## src/hdl/wmvs_pkg.sv

```systemverilog
// ============================================================================
// wmvs_pkg
// Shared constants, types and controller/datapath command structs for the
// moving-window mean / variance block.
// ============================================================================
package wmvs_pkg;

    localparam int WINDOW    = 16;
    localparam int SAMPLE_W  = 12;
    localparam int FILL_W    = $clog2(WINDOW + 1);
    localparam int ADDR_W    = (WINDOW > 1) ? $clog2(WINDOW) : 1;
    localparam int SUM_W     = $clog2(WINDOW * 4095 + 1);
    localparam int SQ_W      = 2 * SAMPLE_W;
    localparam int SQSUM_W   = $clog2(WINDOW * 4095 * 4095 + 1);
    localparam int DIV_W     = SQSUM_W;
    localparam int DCNT_W    = $clog2(DIV_W + 1);
    localparam int SPREAD_W  = 24;
    localparam int LIMIT_W   = 16;
    localparam int PADDR_W   = 3;
    localparam int PDATA_W   = 32;

    localparam logic [LIMIT_W-1:0] LIMIT_RESET = LIMIT_W'(100);

    // register index field of paddr (byte address / 4)
    localparam logic REG_LIMIT = 1'b0;

    // item kinds
    localparam logic KIND_ADD   = 1'b0;
    localparam logic KIND_CLEAR = 1'b1;

    typedef struct packed {
        logic item_take;   // apply accepted transaction to the window
        logic res_clr;     // zero mean and spread
        logic pass_start;  // rewind read index, zero accumulators
        logic rd;          // read entry at index, advance index
        logic sq_pass;     // pipeline works on squared deviations
        logic div_mean;    // start divider on the sample sum
        logic mean_take;   // capture quotient as mean
        logic spread_take; // capture square sum over WINDOW as spread
        logic result_load; // load output register
    } wmvs_cmd_t;

    typedef struct packed {
        logic empty;
        logic full;
        logic rd_last;
        logic pipe_busy;
        logic div_busy;
    } wmvs_stat_t;

endpackage

```

## src/hdl/wmvs_divider.sv

```systemverilog
// ============================================================================
// wmvs_divider
// Restoring divider, one quotient bit per cycle. The dividend is loaded
// left-aligned so that the iteration count can be shorter than DIV_W.
// ============================================================================
module wmvs_divider
    import wmvs_pkg::*;
(
    input  logic              clk,
    input  logic              rst_n,
    input  logic              start,
    input  logic [DIV_W-1:0]  dividend,
    input  logic [DCNT_W-1:0] iters,
    input  logic [FILL_W-1:0] divisor,
    output logic              busy,
    output logic [DIV_W-1:0]  quotient
);

    logic              busy_reg, busy_next;
    logic [DCNT_W-1:0] count_reg, count_next;
    logic [DIV_W-1:0]  quo_reg, quo_next;
    logic [FILL_W-1:0] rem_reg, rem_next;
    logic [FILL_W:0]   rem_shift;
    logic              fits;

    assign rem_shift = {rem_reg, quo_reg[DIV_W-1]};
    assign fits      = (rem_shift >= {1'b0, divisor});

    always_comb
    begin
        busy_next  = busy_reg;
        count_next = count_reg;
        quo_next   = quo_reg;
        rem_next   = rem_reg;
        if (start)
        begin
            busy_next  = 1'b1;
            count_next = iters;
            quo_next   = dividend;
            rem_next   = '0;
        end
        else if (busy_reg)
        begin
            quo_next   = {quo_reg[DIV_W-2:0], fits};
            rem_next   = fits ? FILL_W'(rem_shift - {1'b0, divisor})
                              : rem_shift[FILL_W-1:0];
            count_next = count_reg - DCNT_W'(1);
            if (count_reg == DCNT_W'(1))
            begin
                busy_next = 1'b0;
            end
        end
    end

    always_ff @(posedge clk or negedge rst_n)
    begin
        if (!rst_n)
        begin
            busy_reg  <= 1'b0;
            count_reg <= '0;
        end
        else
        begin
            busy_reg  <= busy_next;
            count_reg <= count_next;
        end
    end

    always_ff @(posedge clk)
    begin
        quo_reg <= quo_next;
        rem_reg <= rem_next;
    end

    assign busy     = busy_reg;
    assign quotient = quo_reg;

endmodule

```

## src/hdl/wmvs_datapath.sv

```systemverilog
// ============================================================================
// wmvs_datapath
// Sample window, read pipeline with sum / squared-deviation accumulators,
// mean divider and the result register.
// ============================================================================
module wmvs_datapath
    import wmvs_pkg::*;
(
    input  logic                clk,
    input  logic                rst_n,
    input  wmvs_cmd_t           cmd,
    output wmvs_stat_t          stat,
    input  logic                kind,
    input  logic [SAMPLE_W-1:0] sample,
    input  logic [LIMIT_W-1:0]  limit,
    output logic [FILL_W-1:0]   fill_count,
    output logic [SAMPLE_W-1:0] mean_value,
    output logic [SPREAD_W-1:0] spread,
    output logic                stable
);

    logic [SAMPLE_W-1:0] mem [WINDOW];

    logic [ADDR_W-1:0]   slot_reg;
    logic [FILL_W-1:0]   filled_reg;
    logic [FILL_W-1:0]   idx_reg;
    logic                rd_v_reg;
    logic [SAMPLE_W-1:0] rd_data_reg;
    logic                sq_v_reg;
    logic [SQ_W-1:0]     sq_reg;
    logic [SUM_W-1:0]    total_reg;
    logic [SQSUM_W-1:0]  sqsum_reg;
    logic [SAMPLE_W-1:0] mean_reg;
    logic [SPREAD_W-1:0] spread_reg;

    logic [FILL_W-1:0]   fill_out_reg;
    logic [SAMPLE_W-1:0] mean_out_reg;
    logic [SPREAD_W-1:0] spread_out_reg;
    logic                stable_out_reg;

    logic [SAMPLE_W-1:0] dev;
    logic                full;
    logic                div_start;
    logic [DIV_W-1:0]    div_dividend;
    logic [DCNT_W-1:0]   div_iters;
    logic                div_busy;
    logic [DIV_W-1:0]    div_quotient;

    assign full = (filled_reg == FILL_W'(WINDOW));
    assign dev  = (rd_data_reg >= mean_reg) ? (rd_data_reg - mean_reg)
                                            : (mean_reg - rd_data_reg);

    // window bookkeeping; only slots below the fill count are ever read,
    // so a clear needs no sweep of the store
    always_ff @(posedge clk or negedge rst_n)
    begin
        if (!rst_n)
        begin
            slot_reg   <= '0;
            filled_reg <= '0;
        end
        else if (cmd.item_take)
        begin
            if (kind == KIND_CLEAR)
            begin
                slot_reg   <= '0;
                filled_reg <= '0;
            end
            else
            begin
                slot_reg <= (slot_reg == ADDR_W'(WINDOW - 1)) ? '0
                                                              : slot_reg + ADDR_W'(1);
                if (!full)
                begin
                    filled_reg <= filled_reg + FILL_W'(1);
                end
            end
        end
    end

    always_ff @(posedge clk)
    begin
        if (cmd.item_take && kind == KIND_ADD)
        begin
            mem[slot_reg] <= sample;
        end
        rd_data_reg <= mem[idx_reg[ADDR_W-1:0]];
    end

    // read pipeline: read -> (sum | square) -> square accumulate
    always_ff @(posedge clk or negedge rst_n)
    begin
        if (!rst_n)
        begin
            idx_reg  <= '0;
            rd_v_reg <= 1'b0;
            sq_v_reg <= 1'b0;
        end
        else
        begin
            if (cmd.pass_start)
            begin
                idx_reg <= '0;
            end
            else if (cmd.rd)
            begin
                idx_reg <= idx_reg + FILL_W'(1);
            end
            rd_v_reg <= cmd.rd;
            sq_v_reg <= rd_v_reg && cmd.sq_pass;
        end
    end

    always_ff @(posedge clk)
    begin
        sq_reg <= dev * dev;
        if (cmd.pass_start)
        begin
            total_reg <= '0;
            sqsum_reg <= '0;
        end
        else
        begin
            if (rd_v_reg && !cmd.sq_pass)
            begin
                total_reg <= total_reg + SUM_W'(rd_data_reg);
            end
            if (sq_v_reg)
            begin
                sqsum_reg <= sqsum_reg + SQSUM_W'(sq_reg);
            end
        end
        if (cmd.res_clr)
        begin
            mean_reg   <= '0;
            spread_reg <= '0;
        end
        else
        begin
            if (cmd.mean_take)
            begin
                mean_reg <= div_quotient[SAMPLE_W-1:0];
            end
            // variance is only formed on a full window: divide by WINDOW
            if (cmd.spread_take)
            begin
                spread_reg <= SPREAD_W'(sqsum_reg / SQSUM_W'(WINDOW));
            end
        end
        if (cmd.result_load)
        begin
            fill_out_reg   <= filled_reg;
            mean_out_reg   <= mean_reg;
            spread_out_reg <= spread_reg;
            stable_out_reg <= full && (spread_reg < SPREAD_W'(limit));
        end
    end

    assign div_start    = cmd.div_mean;
    assign div_dividend = {total_reg, {(DIV_W - SUM_W){1'b0}}};
    assign div_iters    = DCNT_W'(SUM_W);

    wmvs_divider u_divider (
        .clk      (clk),
        .rst_n    (rst_n),
        .start    (div_start),
        .dividend (div_dividend),
        .iters    (div_iters),
        .divisor  (filled_reg),
        .busy     (div_busy),
        .quotient (div_quotient)
    );

    assign stat.empty     = (filled_reg == '0);
    assign stat.full      = full;
    assign stat.rd_last   = (idx_reg == filled_reg - FILL_W'(1));
    assign stat.pipe_busy = rd_v_reg || sq_v_reg;
    assign stat.div_busy  = div_busy;

    assign fill_count = fill_out_reg;
    assign mean_value = mean_out_reg;
    assign spread     = spread_out_reg;
    assign stable     = stable_out_reg;

endmodule

```

## src/hdl/wmvs_ctrl.sv

```systemverilog
// ============================================================================
// wmvs_ctrl
// Sequencer: sum pass, mean divide (both skipped when empty), squared-deviation
// pass and variance capture (full window only), hand-off to output register.
// ============================================================================
module wmvs_ctrl
    import wmvs_pkg::*;
(
    input  logic       clk,
    input  logic       rst_n,
    input  logic       in_valid,
    output logic       in_stall,
    output logic       out_valid,
    input  logic       out_stall,
    input  wmvs_stat_t stat,
    output wmvs_cmd_t  cmd
);

    typedef enum logic [3:0] {
        ST_IDLE,
        ST_START,
        ST_SUM_RD,
        ST_SUM_DRAIN,
        ST_MEAN_DIV,
        ST_SQ_RD,
        ST_SQ_DRAIN,
        ST_FINISH
    } state_t;

    state_t state_reg, state_next;
    logic   out_valid_reg, out_valid_next;
    logic   out_free;

    assign in_stall = (state_reg != ST_IDLE);
    assign out_free = !out_valid_reg || !out_stall;

    always_comb
    begin
        state_next     = state_reg;
        out_valid_next = out_valid_reg && out_stall;
        cmd            = '0;
        unique case (state_reg)
            ST_IDLE:
            begin
                if (in_valid)
                begin
                    cmd.item_take = 1'b1;
                    state_next    = ST_START;
                end
            end
            ST_START:
            begin
                cmd.res_clr    = 1'b1;
                cmd.pass_start = 1'b1;
                state_next     = stat.empty ? ST_FINISH : ST_SUM_RD;
            end
            ST_SUM_RD:
            begin
                cmd.rd = 1'b1;
                if (stat.rd_last)
                begin
                    state_next = ST_SUM_DRAIN;
                end
            end
            ST_SUM_DRAIN:
            begin
                if (!stat.pipe_busy)
                begin
                    cmd.div_mean = 1'b1;
                    state_next   = ST_MEAN_DIV;
                end
            end
            ST_MEAN_DIV:
            begin
                if (!stat.div_busy)
                begin
                    cmd.mean_take  = 1'b1;
                    cmd.pass_start = 1'b1;
                    state_next     = stat.full ? ST_SQ_RD : ST_FINISH;
                end
            end
            ST_SQ_RD:
            begin
                cmd.rd      = 1'b1;
                cmd.sq_pass = 1'b1;
                if (stat.rd_last)
                begin
                    state_next = ST_SQ_DRAIN;
                end
            end
            ST_SQ_DRAIN:
            begin
                cmd.sq_pass = 1'b1;
                if (!stat.pipe_busy)
                begin
                    cmd.spread_take = 1'b1;
                    state_next      = ST_FINISH;
                end
            end
            ST_FINISH:
            begin
                if (out_free)
                begin
                    cmd.result_load = 1'b1;
                    out_valid_next  = 1'b1;
                    state_next      = ST_IDLE;
                end
            end
            default:
            begin
                state_next = ST_IDLE;
            end
        endcase
    end

    always_ff @(posedge clk or negedge rst_n)
    begin
        if (!rst_n)
        begin
            state_reg     <= ST_IDLE;
            out_valid_reg <= 1'b0;
        end
        else
        begin
            state_reg     <= state_next;
            out_valid_reg <= out_valid_next;
        end
    end

    assign out_valid = out_valid_reg;

endmodule

```

## src/hdl/window_mean_variance_stability.sv

```systemverilog
// ============================================================================
// window_mean_variance_stability
// Moving window of ADC samples: fill count, truncated mean, population
// variance and a stability flag against a programmable limit.
// ============================================================================
//  channel | handshake                  | payload
//  --------+----------------------------+-------------------------------------
//  in      | in_valid / in_stall        | kind, sample
//  out     | out_valid / out_stall      | fill_count, mean_value, spread, stable
//  apb     | psel, penable, pwrite, ... | stability_limit at byte address 0
//
//  One transaction at a time. A clear or an empty window goes straight to
//  hand-off. A partial window of F entries takes the sum pass and a 16-step
//  mean divide. A full window adds a second 16-entry memory read pass for the
//  squared deviations (the division by WINDOW is a shift).
//  A finished result sits in the output register; the next transaction is
//  taken meanwhile and only its final hand-off waits on out_stall.
//  Reset empties the window at once (fill count zero); limit resets to 100.
// ============================================================================
module window_mean_variance_stability
    import wmvs_pkg::*;
(
    input  logic                clk,
    input  logic                rst_n,
    input  logic                in_valid,
    output logic                in_stall,
    input  logic                kind,
    input  logic [SAMPLE_W-1:0] sample,
    output logic                out_valid,
    input  logic                out_stall,
    output logic [FILL_W-1:0]   fill_count,
    output logic [SAMPLE_W-1:0] mean_value,
    output logic [SPREAD_W-1:0] spread,
    output logic                stable,
    input  logic                psel,
    input  logic                penable,
    input  logic                pwrite,
    input  logic [PADDR_W-1:0]  paddr,
    input  logic [PDATA_W-1:0]  pwdata,
    output logic [PDATA_W-1:0]  prdata,
    output logic                pready
);

    wmvs_cmd_t          cmd;
    wmvs_stat_t         stat;
    logic [LIMIT_W-1:0] limit_reg;
    logic               reg_sel;

    assign pready  = 1'b1;
    assign reg_sel = (paddr[PADDR_W-1:2] == REG_LIMIT);
    assign prdata  = reg_sel ? PDATA_W'(limit_reg) : '0;

    always_ff @(posedge clk or negedge rst_n)
    begin
        if (!rst_n)
        begin
            limit_reg <= LIMIT_RESET;
        end
        else if (psel && penable && pwrite && reg_sel)
        begin
            limit_reg <= pwdata[LIMIT_W-1:0];
        end
    end

    wmvs_ctrl u_ctrl (
        .clk       (clk),
        .rst_n     (rst_n),
        .in_valid  (in_valid),
        .in_stall  (in_stall),
        .out_valid (out_valid),
        .out_stall (out_stall),
        .stat      (stat),
        .cmd       (cmd)
    );

    wmvs_datapath u_datapath (
        .clk        (clk),
        .rst_n      (rst_n),
        .cmd        (cmd),
        .stat       (stat),
        .kind       (kind),
        .sample     (sample),
        .limit      (limit_reg),
        .fill_count (fill_count),
        .mean_value (mean_value),
        .spread     (spread),
        .stable     (stable)
    );

`ifndef SYNTHESIS
    a_busy_after_take: assert property (@(posedge clk) disable iff (!rst_n)
        (in_valid && !in_stall) |=> in_stall)
        else $error("input taken while previous transaction in flight");

    a_stable_needs_full: assert property (@(posedge clk) disable iff (!rst_n)
        (out_valid && stable) |-> (fill_count == FILL_W'(WINDOW)))
        else $error("stable flag on a window that is not full");

    a_empty_zero: assert property (@(posedge clk) disable iff (!rst_n)
        (out_valid && fill_count == '0) |-> (mean_value == '0 && spread == '0))
        else $error("nonzero statistics on an empty window");

    a_partial_no_spread: assert property (@(posedge clk) disable iff (!rst_n)
        (out_valid && fill_count != FILL_W'(WINDOW)) |-> (spread == '0))
        else $error("spread reported before window full");
`endif

endmodule
```

## config.mk

```make
export PLATFORM = sky130hd
export DESIGN_NAME = window_mean_variance_stability
export DESIGN_NICKNAME = d
export VERILOG_FILES = /design/src/hdl/wmvs_pkg.sv /design/src/hdl/wmvs_divider.sv /design/src/hdl/wmvs_datapath.sv /design/src/hdl/wmvs_ctrl.sv /design/src/hdl/window_mean_variance_stability.sv
export SDC_FILE = /design/constraint.sdc
export NUM_CORES = 1
export LEC_CHECK = 0
export BUFFER_PORTS_ARGS = -buffer_cell sky130_fd_sc_hd__buf_2
export CAP_MARGIN = 20
export CORE_MARGIN = 2
export CORE_UTILIZATION = 40
export CTS_BUF_LIST = sky130_fd_sc_hd__clkbuf_2 sky130_fd_sc_hd__clkbuf_4 sky130_fd_sc_hd__clkbuf_8
export DETAILED_ROUTE_END_ITERATION = 8
export HOLD_SLACK_MARGIN = 0.03
export PLACE_DENSITY_LB_ADDON = 0.05
export SYNTH_ARGS = -nofsm -noshare
export SYNTH_HDL_FRONTEND = slang
export SYNTH_SLANG_ARGS = --single-unit
```

## constraint.sdc

```tcl
create_clock -name clk -period 12.5 [get_ports clk]
set_clock_uncertainty 0.1 [all_clocks]
set_input_delay 1.25 -clock clk [delete_from_list [all_inputs] [get_ports clk]]
set_output_delay 1.25 -clock clk [all_outputs]
set_load 0.005 [all_outputs]
```

==> metrics.csv <==
metric;value;unit
wl_per_cell;18.0;um
grt_max_degree;52;
postSynthCellCount;1973;
async_reset_ff_frac;0.0991;
slowest_delay;0.54;ns
cp_max_fo;15;
clk_pin_slew;0.06;ns
insertion_delay;0.65;ns
cts_resized;0;
cts_max_level;3;
synth.distinct_cells;79;
rsz0062_at_grt;false;
clockBufferDepth;3;
synth_area_leaders;edfxtp_1 (33%), dfxtp_1 (12%), ha_1 (7.9%), fa_1 (7.5%), mux4_2 (5.9%);
setup_violations;0;
yosysWarnings;0;
hpwl;37.2;mm
cp.arrival;9.01;ns
synth_top_area_cell;edfxtp_1;
place_area;0.0241;sq mm
cts_made_buffers;75;
antenna_found_initial;2;
post_cts_buffers;0;
cts.sinks;424;
drive_above_1_share;0.171;
synth_edf_count;250;
status;finished, final reports clean;
die_area;0.0593;sq mm
critical_path_class;reg -> reg;
fp-row-count;87;
timing.max_slew.rel_slack;0.303;
drt_iter0_markers;665;
synthToLayoutAreaGrowth;11.9;%
final_cell_area;0.0257;sq mm
grt_use_total;0.178;
crit_top_cell;fa_1;
io_buffers;96;
crit_path_top_delay_cell;xnor2_2;
grt_first_pass_wirelength;81.9;mm
finalHoldViolations;0;
tns;0;ns
end_kind;register;
syn_avg_cell_area;11.6;sq um
finalCriticalPeriod;8.58;ns
route.vias.total;14600;
gr-usage-met2;0.320;
worst_pin_slew;1.05;ns
postRouteAntennaNets;0;
use_met1;0.217;
required;12.93;ns
synthFlopType;edfxtp_1;
hold_buffers;0;
synth-seq-cells;424;
ios;132;
maxSlewViolCount;0;
hold_class;reg -> reg;
seq_area_frac_synth;0.489;
nNetsFinal;2375;
reg2reg_slack;3.92;ns
busiest_layer;met2;
grt_overflow;0;
yosys-top-cells-count;edfxtp_1 (250), inv_1 (213), nand2_1 (184), nor2_1 (158), ha_1 (145);
cts_tree;done;
fmax;117;MHz
synth_most_common_cell;edfxtp_1;
cp-start-kind;register;
first_pass_iters;5;
gp_congestion;0.794;
grt_pass1_vias;14800;
die_x;243;um
start_util;0.406;
fp.dieH;243;um
vias_per_cell;5.01;
drc_errors;0;
finalCritPeriodShare;0.687;
syn_area;0.0229;sq mm
maxCapViolCount;0;
largest_reg_flops;192;
n_fill_cell;5320;
wirelength;52.3;mm
use_met3;0.0350;
core_area;0.0565;sq mm
root_buffer;clkbuf_8;
synth.top_cell.area_share;0.327;
-- cells by family after synthesis --
family	share of synthesized area
xor gates and xnor gates	0.0321
DFF	0.489
and+or+nand+nor	0.0976
adders and majority gates	0.154
buffers and inverters	0.0560
muxes	0.0842
AOI/OAI and AO/OA	0.0869
other	0.000328
-- worst max-delay path: cells and delay by family (launching register included) --
kind	cells	cell delay, ns
compound gates	8	1.87
xor+xnor	2	0.63
fa+ha+maj	8	3.64
buf+inv	6	0.76
flops	1	0.47
simple gates	5	0.99
-- routing by layer --
| layer | share of wire | wire [um] |
|---|---|---|
| met4 | 0.017 | 897 |
| met3 | 0.036 | 1870 |
| met5 | 0.00025 | 13 |
| met2 | 0.52 | 27100 |
| met1 | 0.43 | 22400 |
-- per-stage QoR --
step	worst slack, ns	util	std cells	hold slack (ns)
final	3.92	0.454	2905	0.349
after global routing	3.41	0.454	2905	0.373
after CTS	3.85	0.454	2904	0.351
after detailed placement	3.85	0.427	2768	0.338
after global placement	3.94	0.427	2768	0.338
after floorplan	5.36	-	1988	0.321
-- path summary, 6_finish.rpt --
kind,start,end,cells past startpoint
min in group asynchronous,rst_n,u_datapath.filled_reg[2]$_DFFE_PN0P_,2
worst max register to register,u_datapath.mean_reg[0]$_SDFFE_PP0P_,u_datapath.sq_reg[23]$_DFF_P_,29
worst max-delay path,u_datapath.mean_reg[0]$_SDFFE_PP0P_,u_datapath.sq_reg[23]$_DFF_P_,29
max in group asynchronous,rst_n,u_datapath.idx_reg[0]$_DFFE_PN0P_,2
worst min-delay path,u_datapath.spread_reg[17]$_SDFFE_PP0P_,u_datapath.spread[17]$_DFFE_PP_,0
worst min register to register,u_datapath.spread_reg[17]$_SDFFE_PP0P_,u_datapath.spread[17]$_DFFE_PP_,0
-- placed cells by master, fill, tap and decap left out, types with 39 or more instances in the layout --
master / netlist / layout
nand2_1: 184 / 184
a21oi_1: 106 / 106
ha_1: 145 / 145
xnor2_1: 39 / 39
inv_1: 213 / 213
o21ai_0: 63 / 63
nor2_1: 158 / 157
clkbuf_8: 0 / 84
edfxtp_1: 250 / 250
mux4_2: 60 / 60
dfxtp_1: 132 / 132
buf_2: 6 / 96
fa_1: 86 / 86
-- final cells by class --
| cell class | instances | area [sq um] | area share |
|---|---|---|---|
| Clock inverter | 19 | 131 | 0.00512 |
| Antenna cell | 1 | 2.50 | 0.0000975 |
| Sequential cell | 424 | 11200 | 0.437 |
| Clock buffer | 117 | 1400 | 0.0547 |
| Inverter | 221 | 832 | 0.0324 |
| Multi-Input combinational cell | 1253 | 10500 | 0.410 |
| Timing Repair Buffer | 114 | 616 | 0.0240 |
| Tap cell | 756 | 946 | 0.0369 |
Power is left out: the tool's default activity adds up to more than one toggle a clock period on the data nets, which glitch-free logic cannot reach.
